--- src/hdl/kseq_pkg.sv ---
// Shared types, request codes and constants for the key state and event queue block.
package kseq_pkg;

   // Field widths of the request and response words
   localparam int REQ_TYPE_W = 3;
   localparam int KEY_IDX_W  = 7;
   localparam int CODE_W     = 21;

   // Character codes below this value are control characters and get dropped
   localparam logic [CODE_W-1:0] MIN_CHAR_CODE = 21'd32;

   // Request type codes as they arrive on the input word
   localparam logic [REQ_TYPE_W-1:0] REQ_KEY_EVENT  = 3'd0;
   localparam logic [REQ_TYPE_W-1:0] REQ_CHAR_EVENT = 3'd1;
   localparam logic [REQ_TYPE_W-1:0] REQ_FRAME_TICK = 3'd2;
   localparam logic [REQ_TYPE_W-1:0] REQ_KEY_QUERY  = 3'd3;
   localparam logic [REQ_TYPE_W-1:0] REQ_POP_KEY    = 3'd4;
   localparam logic [REQ_TYPE_W-1:0] REQ_POP_CHAR   = 3'd5;

   // Decoded operation handed from the controller to the datapath
   typedef enum logic [2:0] {
      OP_NONE,
      OP_KEY,
      OP_CHAR,
      OP_TICK,
      OP_QUERY,
      OP_POP_KEY,
      OP_POP_CHAR
   } kseq_op_type;

   // Output register occupancy
   typedef enum logic {
      ST_EMPTY,
      ST_FULL
   } kseq_state_type;

   typedef struct packed {
      logic                  exec;
      kseq_op_type           op;
   } kseq_cmd_type;

   typedef struct packed {
      logic [REQ_TYPE_W-1:0] req_type;
      logic [KEY_IDX_W-1:0]  key_index;
      logic                  key_is_down;
      logic                  key_is_repeat;
      logic [CODE_W-1:0]     char_code;
   } kseq_req_word_type;

   typedef struct packed {
      logic                  is_down;
      logic                  is_pressed;
      logic                  is_pressed_or_repeat;
      logic [CODE_W-1:0]     popped_value;
   } kseq_rsp_word_type;

endpackage

--- src/hdl/key_state_edge_and_event_queue.sv ---
// Top level of the keyboard state latch with press and text event FIFOs.
//
// Requests arrive as one word on req_valid/req_stall/req_word: key events,
// character events, frame ticks, key queries and pops of either FIFO.
// Every request gives exactly one response word on rsp_valid/rsp_stall/
// rsp_word; fields that do not belong to the request read zero.
// The response sits in the output register on the cycle after the request
// is taken. Throughput is one word per cycle while rsp_stall is low, set
// by the single read-modify-write of the key vectors and FIFO pointers.
// While the receiver stalls, the held response stays put and req_stall
// follows rsp_stall; once it is taken a new word may enter in that cycle.
// Reset (synchronous) clears all three key vectors, empties both FIFOs and
// the output register. FIFO storage is not cleared; only pushed entries
// are ever read. A frame tick copies the held keys to the last-frame
// vector, clears the repeat bits and empties both FIFOs. Pushes into a
// full FIFO are dropped, and a pop of an empty FIFO returns zero.
module key_state_edge_and_event_queue #(
   parameter int NUM_KEYS   = 128,
   parameter int FIFO_DEPTH = 16
) (
   input  logic                          clock,
   input  logic                          reset,
   input  logic                          req_valid,
   output logic                          req_stall,
   input  kseq_pkg::kseq_req_word_type   req_word,
   output logic                          rsp_valid,
   input  logic                          rsp_stall,
   output kseq_pkg::kseq_rsp_word_type   rsp_word
);
   import kseq_pkg::*;

   kseq_cmd_type cmd;

   kseq_ctrl u_ctrl (
      .clock     (clock),
      .reset     (reset),
      .req_valid (req_valid),
      .req_type  (req_word.req_type),
      .req_stall (req_stall),
      .rsp_valid (rsp_valid),
      .rsp_stall (rsp_stall),
      .cmd       (cmd)
   );

   kseq_dp #(
      .NUM_KEYS   (NUM_KEYS),
      .FIFO_DEPTH (FIFO_DEPTH)
   ) u_dp (
      .clock    (clock),
      .reset    (reset),
      .cmd      (cmd),
      .req_word (req_word),
      .rsp_word (rsp_word)
   );

endmodule

--- src/hdl/kseq_fifo.sv ---
// Event FIFO: storage array, head pointer, fill count and registered pop read.
module kseq_fifo #(
   parameter int DATA_W = 21,
   parameter int DEPTH  = 16
) (
   input  logic              clock,
   input  logic              reset,
   input  logic              load,
   input  logic              push,
   input  logic              pop,
   input  logic              clear,
   input  logic [DATA_W-1:0] push_data,
   output logic [DATA_W-1:0] pop_value
);
   import kseq_pkg::*;

   localparam int PTR_W = $clog2(DEPTH);
   localparam int CNT_W = $clog2(DEPTH + 1);
   localparam int SUM_W = PTR_W + 1;

   logic [DATA_W-1:0] mem [DEPTH];
   logic [PTR_W-1:0]  head_ff, head_in;
   logic [CNT_W-1:0]  count_ff, count_in;
   logic [SUM_W-1:0]  tail_sum;
   logic [PTR_W-1:0]  tail;
   logic              empty;
   logic              full;
   logic              do_push;
   logic [DATA_W-1:0] pop_value_ff;

   // Tail slot is head plus count, wrapped once
   always_comb begin
      tail_sum = SUM_W'(head_ff) + SUM_W'(count_ff);
      tail     = (tail_sum >= SUM_W'(DEPTH)) ? PTR_W'(tail_sum - SUM_W'(DEPTH))
                                             : PTR_W'(tail_sum);
      empty    = (count_ff == '0);
      full     = (count_ff == CNT_W'(DEPTH));
      do_push  = push && !full && !clear;
   end

   // Pointer and count update; a push into a full FIFO is dropped
   always_comb begin
      head_in  = head_ff;
      count_in = count_ff;
      if (clear) begin
         head_in  = '0;
         count_in = '0;
      end else if (do_push) begin
         count_in = count_ff + CNT_W'(1);
      end else if (pop && !empty) begin
         head_in  = (head_ff == PTR_W'(DEPTH - 1)) ? '0 : head_ff + PTR_W'(1);
         count_in = count_ff - CNT_W'(1);
      end
   end

   always_ff @(posedge clock) begin
      if (reset) begin
         head_ff  <= '0;
         count_ff <= '0;
      end else begin
         head_ff  <= head_in;
         count_ff <= count_in;
      end
   end

   // Storage write
   always_ff @(posedge clock) begin
      if (do_push) begin
         mem[tail] <= push_data;
      end
   end

   // Registered read of the oldest entry; zero when not popping or empty
   always_ff @(posedge clock) begin
      if (load) begin
         pop_value_ff <= (pop && !empty) ? mem[head_ff] : '0;
      end
   end

   assign pop_value = pop_value_ff;

endmodule

--- src/hdl/kseq_dp.sv ---
// Datapath: key state vectors, the two event FIFOs and the response register.
module kseq_dp #(
   parameter int NUM_KEYS   = 128,
   parameter int FIFO_DEPTH = 16
) (
   input  logic                          clock,
   input  logic                          reset,
   input  kseq_pkg::kseq_cmd_type        cmd,
   input  kseq_pkg::kseq_req_word_type   req_word,
   output kseq_pkg::kseq_rsp_word_type   rsp_word
);
   import kseq_pkg::*;

   localparam int KEY_W = $clog2(NUM_KEYS);

   logic [NUM_KEYS-1:0]  held_now_ff, held_now_in;
   logic [NUM_KEYS-1:0]  held_last_ff, held_last_in;
   logic [NUM_KEYS-1:0]  repeat_ff, repeat_in;
   logic                 key_ok;
   logic [KEY_W-1:0]     key_sel;
   logic                 q_down, q_pressed, q_por;
   logic                 press_push, text_push;
   logic                 pop_key, pop_char, tick;
   logic [KEY_IDX_W-1:0] press_value;
   logic [CODE_W-1:0]    text_value;
   logic                 is_down_ff, is_pressed_ff, is_por_ff;
   logic                 pop_key_ff, pop_char_ff;

   // Key number check and vector index
   always_comb begin
      key_ok  = (req_word.key_index != '0) && (32'(req_word.key_index) < NUM_KEYS);
      key_sel = KEY_W'(req_word.key_index);
   end

   // Decoded strobes for this word
   always_comb begin
      tick       = cmd.exec && (cmd.op == OP_TICK);
      pop_key    = cmd.exec && (cmd.op == OP_POP_KEY);
      pop_char   = cmd.exec && (cmd.op == OP_POP_CHAR);
      press_push = cmd.exec && (cmd.op == OP_KEY) && key_ok && req_word.key_is_down
                   && !held_now_ff[key_sel];
      text_push  = cmd.exec && (cmd.op == OP_CHAR) && (req_word.char_code >= MIN_CHAR_CODE);
   end

   // Key state vector update
   always_comb begin
      held_now_in  = held_now_ff;
      held_last_in = held_last_ff;
      repeat_in    = repeat_ff;
      if (cmd.exec) begin
         case (cmd.op)
            OP_KEY: begin
               if (key_ok) begin
                  if (req_word.key_is_down) begin
                     held_now_in[key_sel] = 1'b1;
                     if (req_word.key_is_repeat) begin
                        repeat_in[key_sel] = 1'b1;
                     end
                  end else begin
                     held_now_in[key_sel] = 1'b0;
                  end
               end
            end
            OP_TICK: begin
               held_last_in = held_now_ff;
               repeat_in    = '0;
            end
            default: ;
         endcase
      end
   end

   always_ff @(posedge clock) begin
      if (reset) begin
         held_now_ff  <= '0;
         held_last_ff <= '0;
         repeat_ff    <= '0;
      end else begin
         held_now_ff  <= held_now_in;
         held_last_ff <= held_last_in;
         repeat_ff    <= repeat_in;
      end
   end

   // Query lookup
   always_comb begin
      q_down    = key_ok && held_now_ff[key_sel];
      q_pressed = q_down && !held_last_ff[key_sel];
      q_por     = q_pressed || (key_ok && repeat_ff[key_sel]);
   end

   kseq_fifo #(
      .DATA_W (KEY_IDX_W),
      .DEPTH  (FIFO_DEPTH)
   ) u_press_fifo (
      .clock     (clock),
      .reset     (reset),
      .load      (cmd.exec),
      .push      (press_push),
      .pop       (pop_key),
      .clear     (tick),
      .push_data (req_word.key_index),
      .pop_value (press_value)
   );

   kseq_fifo #(
      .DATA_W (CODE_W),
      .DEPTH  (FIFO_DEPTH)
   ) u_text_fifo (
      .clock     (clock),
      .reset     (reset),
      .load      (cmd.exec),
      .push      (text_push),
      .pop       (pop_char),
      .clear     (tick),
      .push_data (req_word.char_code),
      .pop_value (text_value)
   );

   // Response register: query bits and pop source select
   always_ff @(posedge clock) begin
      if (cmd.exec) begin
         is_down_ff    <= (cmd.op == OP_QUERY) && q_down;
         is_pressed_ff <= (cmd.op == OP_QUERY) && q_pressed;
         is_por_ff     <= (cmd.op == OP_QUERY) && q_por;
         pop_key_ff    <= pop_key;
         pop_char_ff   <= pop_char;
      end
   end

   always_comb begin
      rsp_word.is_down              = is_down_ff;
      rsp_word.is_pressed           = is_pressed_ff;
      rsp_word.is_pressed_or_repeat = is_por_ff;
      if (pop_key_ff) begin
         rsp_word.popped_value = CODE_W'(press_value);
      end else if (pop_char_ff) begin
         rsp_word.popped_value = text_value;
      end else begin
         rsp_word.popped_value = '0;
      end
   end

endmodule

--- src/hdl/kseq_ctrl.sv ---
// Controller: output register occupancy, handshake and request decode.
module kseq_ctrl (
   input  logic                             clock,
   input  logic                             reset,
   input  logic                             req_valid,
   input  logic [kseq_pkg::REQ_TYPE_W-1:0]  req_type,
   output logic                             req_stall,
   output logic                             rsp_valid,
   input  logic                             rsp_stall,
   output kseq_pkg::kseq_cmd_type           cmd
);
   import kseq_pkg::*;

   kseq_state_type state_ff, state_in;

   always_ff @(posedge clock) begin
      if (reset) begin
         state_ff <= ST_EMPTY;
      end else begin
         state_ff <= state_in;
      end
   end

   // Next state and handshake; a new word enters when the output slot frees up
   always_comb begin
      state_in  = state_ff;
      req_stall = 1'b0;
      rsp_valid = 1'b0;
      case (state_ff)
         ST_EMPTY: begin
            if (req_valid) begin
               state_in = ST_FULL;
            end
         end
         ST_FULL: begin
            rsp_valid = 1'b1;
            req_stall = rsp_stall;
            if (!rsp_stall && !req_valid) begin
               state_in = ST_EMPTY;
            end
         end
         default: begin
            state_in = ST_EMPTY;
         end
      endcase
   end

   // Request decode
   always_comb begin
      cmd.exec = req_valid && !req_stall;
      case (req_type)
         REQ_KEY_EVENT:  cmd.op = OP_KEY;
         REQ_CHAR_EVENT: cmd.op = OP_CHAR;
         REQ_FRAME_TICK: cmd.op = OP_TICK;
         REQ_KEY_QUERY:  cmd.op = OP_QUERY;
         REQ_POP_KEY:    cmd.op = OP_POP_KEY;
         REQ_POP_CHAR:   cmd.op = OP_POP_CHAR;
         default:        cmd.op = OP_NONE;
      endcase
   end

endmodule

--- config.mk ---
export PLATFORM = sky130hd
export DESIGN_NAME = key_state_edge_and_event_queue
export DESIGN_NICKNAME = d
export VERILOG_FILES = /design/src/hdl/kseq_pkg.sv /design/src/hdl/key_state_edge_and_event_queue.sv /design/src/hdl/kseq_fifo.sv /design/src/hdl/kseq_dp.sv /design/src/hdl/kseq_ctrl.sv
export SDC_FILE = /design/constraint.sdc
export NUM_CORES = 1
export LEC_CHECK = 0
export ABC_AREA = 1
export BUFFER_PORTS_ARGS = -buffer_cell sky130_fd_sc_hd__buf_4
export CORE_MARGIN = 5
export CORE_UTILIZATION = 40
export DETAILED_ROUTE_END_ITERATION = 10
export MAX_ROUTING_LAYER = met4
export PLACE_DENSITY = 0.63
export SYNTH_ARGS = -nofsm -noshare
export SYNTH_HDL_FRONTEND = slang
export SYNTH_SLANG_ARGS = --single-unit
--- constraint.sdc ---
create_clock -name clock -period 5.5 [get_ports clock]
set_input_delay 0.55 -clock clock [delete_from_list [all_inputs] [get_ports clock]]
set_output_delay 0.55 -clock clock [all_outputs]
set_load 0.05 [all_outputs]
==> results of run 1 <==
-- cell usage in the layout, fill, tap and decap left out, drive strengths merged, types with 123 or more instances in the layout --
cell type,n
a21oi,404
buf,124
clkbuf,145
dfxtp,403
edfxtp,481
inv,285
nand2,663
nand3,123
nor2,572
o21ai,501
-- synth_stat cells, types with 34 or more instances --
cell type and n:
nand2_1 659, nor2_1 564, o21ai_0 495, edfxtp_1 481
a21oi_1 404, dfxtp_1 403, inv_1 269, clkbuf_1 176
nand3_1 123, o22ai_1 95, buf_2 55, o221ai_1 48
nand4_1 36, a22oi_1 34
-- power by group --
part | switching (µW) | internal [µW]
sequential | 38.2 | 7010
combinational | 508 | 150
clock | 2630 | 3650
-- cell type report --
type | instances | area, µm²
fill | 8705 | 50230
sequential | 884 | 22520
multi-input combinational | 2565 | 12180
clock buffer | 145 | 2795
tap | 1186 | 1484
inverter | 284 | 1084
timing repair buffer | 124 | 943.4
clock inverter | 27 | 292.8
antenna | 2 | 5.005
-- worst max path at each step --
stage | end | depth (start not counted) | slack [ns]
after CTS | u_dp.u_text_fifo.mem[7][15]$_DFFE_PP_ | 7 | 1.62
after global placement | u_dp.u_press_fifo.mem[12][5]$_DFFE_PP_ | 16 | 1.37
after global routing | u_dp.u_text_fifo.mem[7][15]$_DFFE_PP_ | 7 | 1.48
final | u_dp.u_text_fifo.mem[7][15]$_DFFE_PP_ | 7 | 1.68
after floorplan | u_dp.u_text_fifo.mem[0][0]$_DFFE_PP_ | 9 | 1.08
after detailed placement | u_dp.u_press_fifo.mem[0][3]$_DFFE_PP_ | 16 | 1.31
-- metrics by stage --
step,area (µm²),setup WS (ns)
after global routing,41290,1.480
after floorplan,36790,1.082
after CTS,41290,1.623
after detailed placement,38200,1.307
final,41300,1.680
after global placement,38200,1.371
-- kinds of logic (layout without fill, tap and decap cells) --
family	after synthesis	in the layout
simple gates	1405	1405
compound gates	1131	1131
flops	884	884
buf+inv	543	580
fa+ha+maj	18	18
xor+xnor	11	11
other cells	0	2
-- routing by layer --
metal,up-vias,GRT usage,wire (µm)
li1,13648,-,-
met1,13650,0.2922,46170
met2,1186,0.3341,48780
met3,222,0.04087,8847
met4,0,0.07022,3081
met5,-,-,0
-- worst max-delay path, cell delays in order (launching register included) --
cell and delay [ns]:
dfxtp_4 1.00, ha_1 0.27, inv_1 0.06, fa_1 0.48
inv_1 0.10, nand3_1 0.24, nor2_2 1.07, buf_4 0.29
==> impl_results.md, run 1 <==
* Initial core utilization at 0.4020
* Hold/Removal Path Class: primary input to flip-flop
* Final setup fails at 0
* CTS Sinks at 884
* HP Start: rsp_stall
* Post-synth top flop: edfxtp_1
* Area grow syn2layout at 12.24%
* Cell type with the largest total area after synthesis: edfxtp_1
* Final std cells w/o fill at 5217
* Max_cap viols at 0
* DRT iter0 DRCs at 3167
* WP data required at approximately 5.9 ns
* Die area at 98150 µm²
* Lkg Pwr at 0.01436 µW
* Vias in the first global route at around 27000
* Skew final at 0.03191 ns
* Worst ir drop on vdd at roughly 250 µV
* Critical Path End Type: flip-flop
* Max frequency at about 260 MHz
* Wire length per cell at between 20 and 25 µm
* Crit-path max FO at 93
* Post-Synth Simple-Gate Area at 0.1524
* Synthesized instance count at 3992
* Total Nets Final at 4008
* Post-synthesis mux area share at 0
* WL final at 106900 µm
* Synthesized cell area at 36790 µm²
* Crit path time final at 3.820 ns
* Worst hold stages at 3
* Clock transition at path regs at 0.06 ns
* Reg-to-reg startpoint: u_dp.u_text_fifo.head_ff[0]$_SDFFE_PP0P_
* Post-DP HPWL at 62400 µm
* Worst Path Arrival at 4.20 ns
* Async set-reset flop share out of synthesis at 0
* TritonCTS clock tree: done
* PortBufs at 62
* Cell total after placement at 5043
* Post-synth EDFFs at 481
* Fin Setup TNS at 0 ns
* Max transition margin at 0.1189
* I/O pin cnt at 63
* Final ANT Viol Nets at 0
* WHS at 0.1678 ns
* DRC at 0
* Initial antenna violation count at 0
* Global-route wire length before repair at 163100 µm
* Largest cells by area after synthesis: edfxtp_1, dfxtp_1, o21ai_0
* Ys Warns at 0
* Vias per cell at around 5.5
* Post-synthesis adder-cell area fraction at 0.006937
* Final Hold Viols at 0
* Main combinational cell family by area after synthesis: compound AO/OA/AOI/OAI gates
* Die Width at 313.3 µm
* Startpoint types: flip-flop
* Rows at 111
* Syn_area_per_cell at 9.217 µm²
* #FFs+latches synth at 884
* RSZ-0062 raised after global routing: no
* Final Cycle Share at 0.6946
* Syn_nets at 4047
* Power Dens Cells at ~340 nW/µm²
* Actual slew at the worst max-slew pin at 1.320 ns
* Hold Buf Count CTS at 0
* Die height at 313.3 µm
* Compound-Gate Fraction of Synth Area at 0.1668
* Share of layout cells above drive strength 1 at 0.07992
* GR Overflow Total at 0
* Via count at 28706
* Fin. max-slew vios at 0
* R2R Setup Slk at 1.68 ns
* PostCTS Resize Cnt at 0
* DR pass1 iterations at 5
* Yosys cell types at 42
* Total design power at 13980 µW
* CTS buffer count at 94
* Clock Tree Root: clkbuf_16
* Maximum root-to-sink buffer count at 3
* All-Layer GR Usage at 0.2168
* GP Congestion at 0.8737
* Synth Area in XOR/XNOR at 0.002618
* Register area share after synthesis at 0.6118
* Synth top area share at 0.3926
* Status: finished clean
* Largest net degree at the start of global routing at 117
* Worst Setup SP: u_dp.u_text_fifo.head_ff[0]$_SDFFE_PP0P_
* Core box area at about 92000 µm²
* Worst skew pair latency at 0.68 ns
* Hold Path Sink: u_ctrl.state_ff$_SDFF_PP0_
* Crit path kind: flip-flop to flip-flop
* Buffer count from post-CTS setup fixing at 0
* Final Util at 0.4512
* FF-to-FF path depth at 7
* H-tree levels at 3
* Worst r2r dst: u_dp.u_text_fifo.mem[7][15]$_DFFE_PP_
Power figures use the tool's default switching activity.
==> inputs of run 2 (changes only) <==
Settings changed: ABC_AREA 1 to 0, PLACE_DENSITY 0.63 to 0.65.
Clock period 5.5 ns to 3.15 ns, I/O delays scaled along.
==> run 2 against run 1 <==
Net effect:
- global-route usage down 0.45 points
- clock skew increased by 0.0044 ns
- flip-flop and latch count unchanged
- sequential power rose by 73%
- register-to-register slack lost 1.9 ns
- combinational power grew 75%
- largest cell class unchanged
- critical path type unchanged
- design area rose by 5.2%
- clock power up 72%
- worst setup slack got worse by 1.9 ns
- the run now ends with negative setup slack left
==> impl_results.md, run 2 <==
* Synth top area share at 0.4016 (was 0.3926)
* Syn_nets at 2868 (was 4047)
* Critical Path End Type: flip-flop (unchanged)
* Total Nets Final at 3148 (was 4008)
* Initial antenna violation count at 3 (was 0)
* Clock Tree Root: clkbuf_16 (unchanged)
* CP Depth at 13 (was 7)
* Int Power at 18690 µW (was 10800 µW)
* Cell type with the largest total area after synthesis: edfxtp_1 (unchanged)
* Clk pwr share at 0.447 (was 0.449)
* Post-synth EDFFs at 481 (unchanged)
* Final setup fails at 2 (was 0)
* Via count at 24727 (was 28706)
* Lkg Pwr at 0.01458 µW (was 0.01436 µW)
* PortBufs at 62 (unchanged)
* GP Congestion at 0.9054 (was 0.8737)
* I/O pin cnt at 63 (unchanged)
* Hold/Removal Path Class: primary input to flip-flop (unchanged)
* Worst Path Arrival at 3.90 ns (was 4.20 ns)
* WL final at 100800 µm (was 106900 µm)
* Crit path kind: flip-flop to flip-flop (unchanged)
* Final setup margin at -0.2090 ns (was 1.680 ns)
* Core box area at 89600 µm² (was 91520 µm²)
* Max frequency at 297.7 MHz (was 261.8 MHz)
* Maximum root-to-sink buffer count at 3 (unchanged)
* Initial core utilization at 0.4014 (was 0.4020)
* GR Overflow Total at 0 (unchanged)
* Most common cell after layout, fill and taps aside: edfxtp_1 (was nand2_1)
* Die Width at 309.8 µm (was 313.3 µm)
* Final std cells w/o fill at 4351 (was 5217)
* Count leader, synth: edfxtp_1 (was nand2_1)
* Register area share after synthesis at 0.6260 (was 0.6118)
* Max incr delay on CP at 0.55 ns (was 1.07 ns)
* WP data required at 3.69 ns (was 5.88 ns)
* Max transition margin at 0.2313 (was 0.1189)
* Worst ir drop on vdd at 513.4 µV (was 252.6 µV)
* Actual slew at the worst max-slew pin at 1.149 ns (was 1.320 ns)
* Async set-reset flop share out of synthesis at 0 (unchanged)
* Largest net degree at the start of global routing at 179 (was 117)
* Area grow syn2layout at 20.85% (was 12.24%)
* CTS buffer count at 91 (was 94)
* Rows at 110 (was 111)
* Fin Setup TNS at -0.3464 ns (was 0 ns)
* Most instantiated cells after synthesis: edfxtp_1, a21oi_1, dfxtp_1 (was nand2_1, nor2_1, o21ai_0)
* Post-synth top flop: edfxtp_1 (unchanged)
* Die height at 309.8 µm (was 313.3 µm)
* DR pass1 iterations at 5 (unchanged)
* Fill cells at 7690 (was 8705)
* Global-route wire length before repair at 151000 µm (was 163100 µm)
* Clock transition at path regs at 0.07 ns (was 0.06 ns)
* Net switching power at 5450 µW (was 3180 µW)
* Failing checks: negative setup slack
* Syn_area_per_cell at 12.78 µm² (was 9.217 µm²)
* Worst hold stages at 4 (was 3)
* Crit path cell chain: mux4_2 > nand2_2 > a31oi_2 > mux4_2 > mux2i_4 > nand2_4 > fa_2 > a21o_1 > a21oi_2 > nor2_1 > nand2_1 > mux2i_1 > or3_1 (was ha_1 > inv_1 > fa_1 > inv_1 > nand3_1 > nor2_2 > buf_4)
* Worst skew pair latency at 0.68 ns (about the same)
* H-tree levels at 3 (unchanged)
* Skew final at 0.03628 ns (was 0.03191 ns)
* DRC at 0 (unchanged)
* Power Dens Cells at 555.4 nW/µm² (was 338.6 nW/µm²)
* Share of layout cells above drive strength 1 at 0.2554 (was 0.07992)
* Wire length per cell at 23.17 µm (was 20.49 µm)
* DRT iter0 DRCs at 2678 (was 3167)
* Worst Path Buf+Inv at 0 (was 3)
* CP most frequent cell: mux4_2 (was inv_1)
* Final Hold Viols at 0 (unchanged)
* Die area at 96000 µm² (was 98150 µm²)
* Sw Ratio at 0.2258 (was 0.2274)
* Startpoint types: flip-flop (unchanged)
* Crit-path slowest cell: mux4_2 (was nor2_2)
* FF-to-FF path depth at 13 (was 7)
* Final ANT Viol Nets at 0 (unchanged)
* Part of the power in registers at 0.506 (was 0.504)
* Synthesized cell area at 35960 µm² (was 36790 µm²)
* Post-DP HPWL at 61870 µm (was 62400 µm)
* Largest cells by area after synthesis: edfxtp_1, dfxtp_1, mux4_2 (was edfxtp_1, dfxtp_1, o21ai_0)
* Vias per cell at 5.683 (was 5.502)
* Final Cycle Share at 1.066 (was 0.6946)
* Fin. max-slew vios at 0 (unchanged)
* Vias in the first global route at 23807 (was 27224)
* Combinational Power Share at 0.048 (was 0.047)
* Cell total after placement at 4155 (was 5043)
* Status: finished, violations left (was finished clean)
* Yosys cell types at 59 (was 42)
* Cell family with the largest share of critical-path delay: multiplexers (was simple AND/OR/NAND/NOR gates)
* #FFs+latches synth at 884 (unchanged)
* CTS Sinks at 884 (unchanged)
* Synthesized instance count at 2813 (was 3992)
* All-Layer GR Usage at 0.2123 (was 0.2168)
* Max_cap viols at 0 (unchanged)
* Ys Warns at 0 (unchanged)
* TritonCTS clock tree: done (unchanged)
* RSZ-0062 raised after global routing: yes (was no)
* Most frequent cells in the layout: edfxtp_1, a21oi_1, dfxtp_1 (was nand2_1, nor2_1, o21ai_0)
* Crit-path max FO at 4 (was 93)
* Crit path time final at 3.359 ns (was 3.820 ns)
## run 2: cell types whose count changed after synthesis, moves of 30 or more
cell / before / now
o21ai_0: 495 / 14
nor2_1: 564 / 210
nand2_1: 659 / 338
inv_1: 269 / 13
mux4_2: 0 / 166
a211oi_1: 4 / 130
nand3_1: 123 / 16
o22ai_1: 95 / 10
mux2i_1: 0 / 50
o221ai_1: 48 / 2
mux2_2: 0 / 33
buf_2: 55 / 23
nand4_1: 36 / 6
## run 2: per-layer routing
metal / vias to the layer above / track usage / share of wire
li1: 11188 / - / -
met1: 12361 / 0.2893 / 0.43
met2: 994 / 0.3239 / 0.47
met3: 184 / 0.04021 / 0.073
met4: 0 / 0.07156 / 0.031
met5: - / - / 0
## run 2: worst paths after layout
| path | from | slack, ns | endpoint |
|---|---|---|---|
| setup / recovery | flip-flop | -0.21 | u_dp.u_press_fifo.count_ff[4]$_SDFFE_PP0P_ |
| hold / removal | rsp_stall | 0.05 | u_ctrl.state_ff$_SDFF_PP0_ |
| setup reg to reg | flip-flop | -0.21 | u_dp.u_press_fifo.count_ff[4]$_SDFFE_PP0P_ |
| hold reg to reg | u_dp.held_last_ff[119]$_SDFFE_PP0P_ | 0.45 | u_dp.held_last_ff[119]$_SDFFE_PP0P_ |
## run 2: kinds of logic (layout without fill, tap and decap cells)
logic type | count (synthesis) | count (layout) | synth area share
XOR/XNOR | 17 | 17 | 0.004140
buffers and inverters | 245 | 604 | 0.02829
adder cells (fa/ha/maj) | 18 | 18 | 0.007098
AO/OA/AOI/OAI | 698 | 698 | 0.1167
multiplexers | 261 | 261 | 0.1366
flip-flops | 884 | 884 | 0.6260
AND/OR/NAND/NOR | 690 | 690 | 0.08121
other | 0 | 3 | 0
## run 2: power by group through the flow
stage | clock, µW | combinational, µW | sequential [µW]
finish | 10800 | 1150 | 12200
CTS | 11000 | 1130 | 12200
global placement | 0 | 1090 | 12500
floorplan | 0 | 585 | 12400
detailed placement | 0 | 1100 | 12500
global route | 11500 | 1210 | 12200
## run 2: what timing repair did
item	CTS	global route
resized for setup	15	17
setup endpoints to repair	4	116
hold buffers	17	0
hold endpoints to repair	212	0
setup buffers	2	2
pin swaps	2	4
## run 2: stage by stage
step | cell area, µm² | total power (µW) | hold slack, ns | util | setup slack (ns)
after floorplan | 36090 | 13030 | 0.4139 | - | -0.3986
after global placement | 40060 | 13540 | 0.4385 | 0.4472 | -0.9738
after detailed placement | 40060 | 13550 | 0.4441 | 0.4472 | -0.8928
after CTS | 43330 | 24290 | 0.008900 | 0.4836 | -0.1898
after global routing | 43460 | 24870 | 0.03317 | 0.4851 | -0.2898
final | 43460 | 24140 | 0.04785 | 0.4851 | -0.2090
## run 2: worst register-to-register path: cells and delay by family (launching register included)
kind / cells / cell delay [ns]
AND/OR/NAND/NOR: 5 / 0.73
AO/OA/AOI/OAI: 3 / 0.45
flip-flops: 1 / 0.32
multiplexers: 4 / 1.35
adder cells (fa/ha/maj): 1 / 0.37
## run 2: final cells by class
class	instances	area, µm²	share of cell area
antenna	3	7.507	0.0001727
clock buffer	123	2489	0.05726
clock inverter	49	551.8	0.01270
inverter	13	48.80	0.001123
multi-input combinational	1684	12750	0.2933
sequential	884	22530	0.5183
tap	1176	1471	0.03386
timing repair buffer	419	3618	0.08326
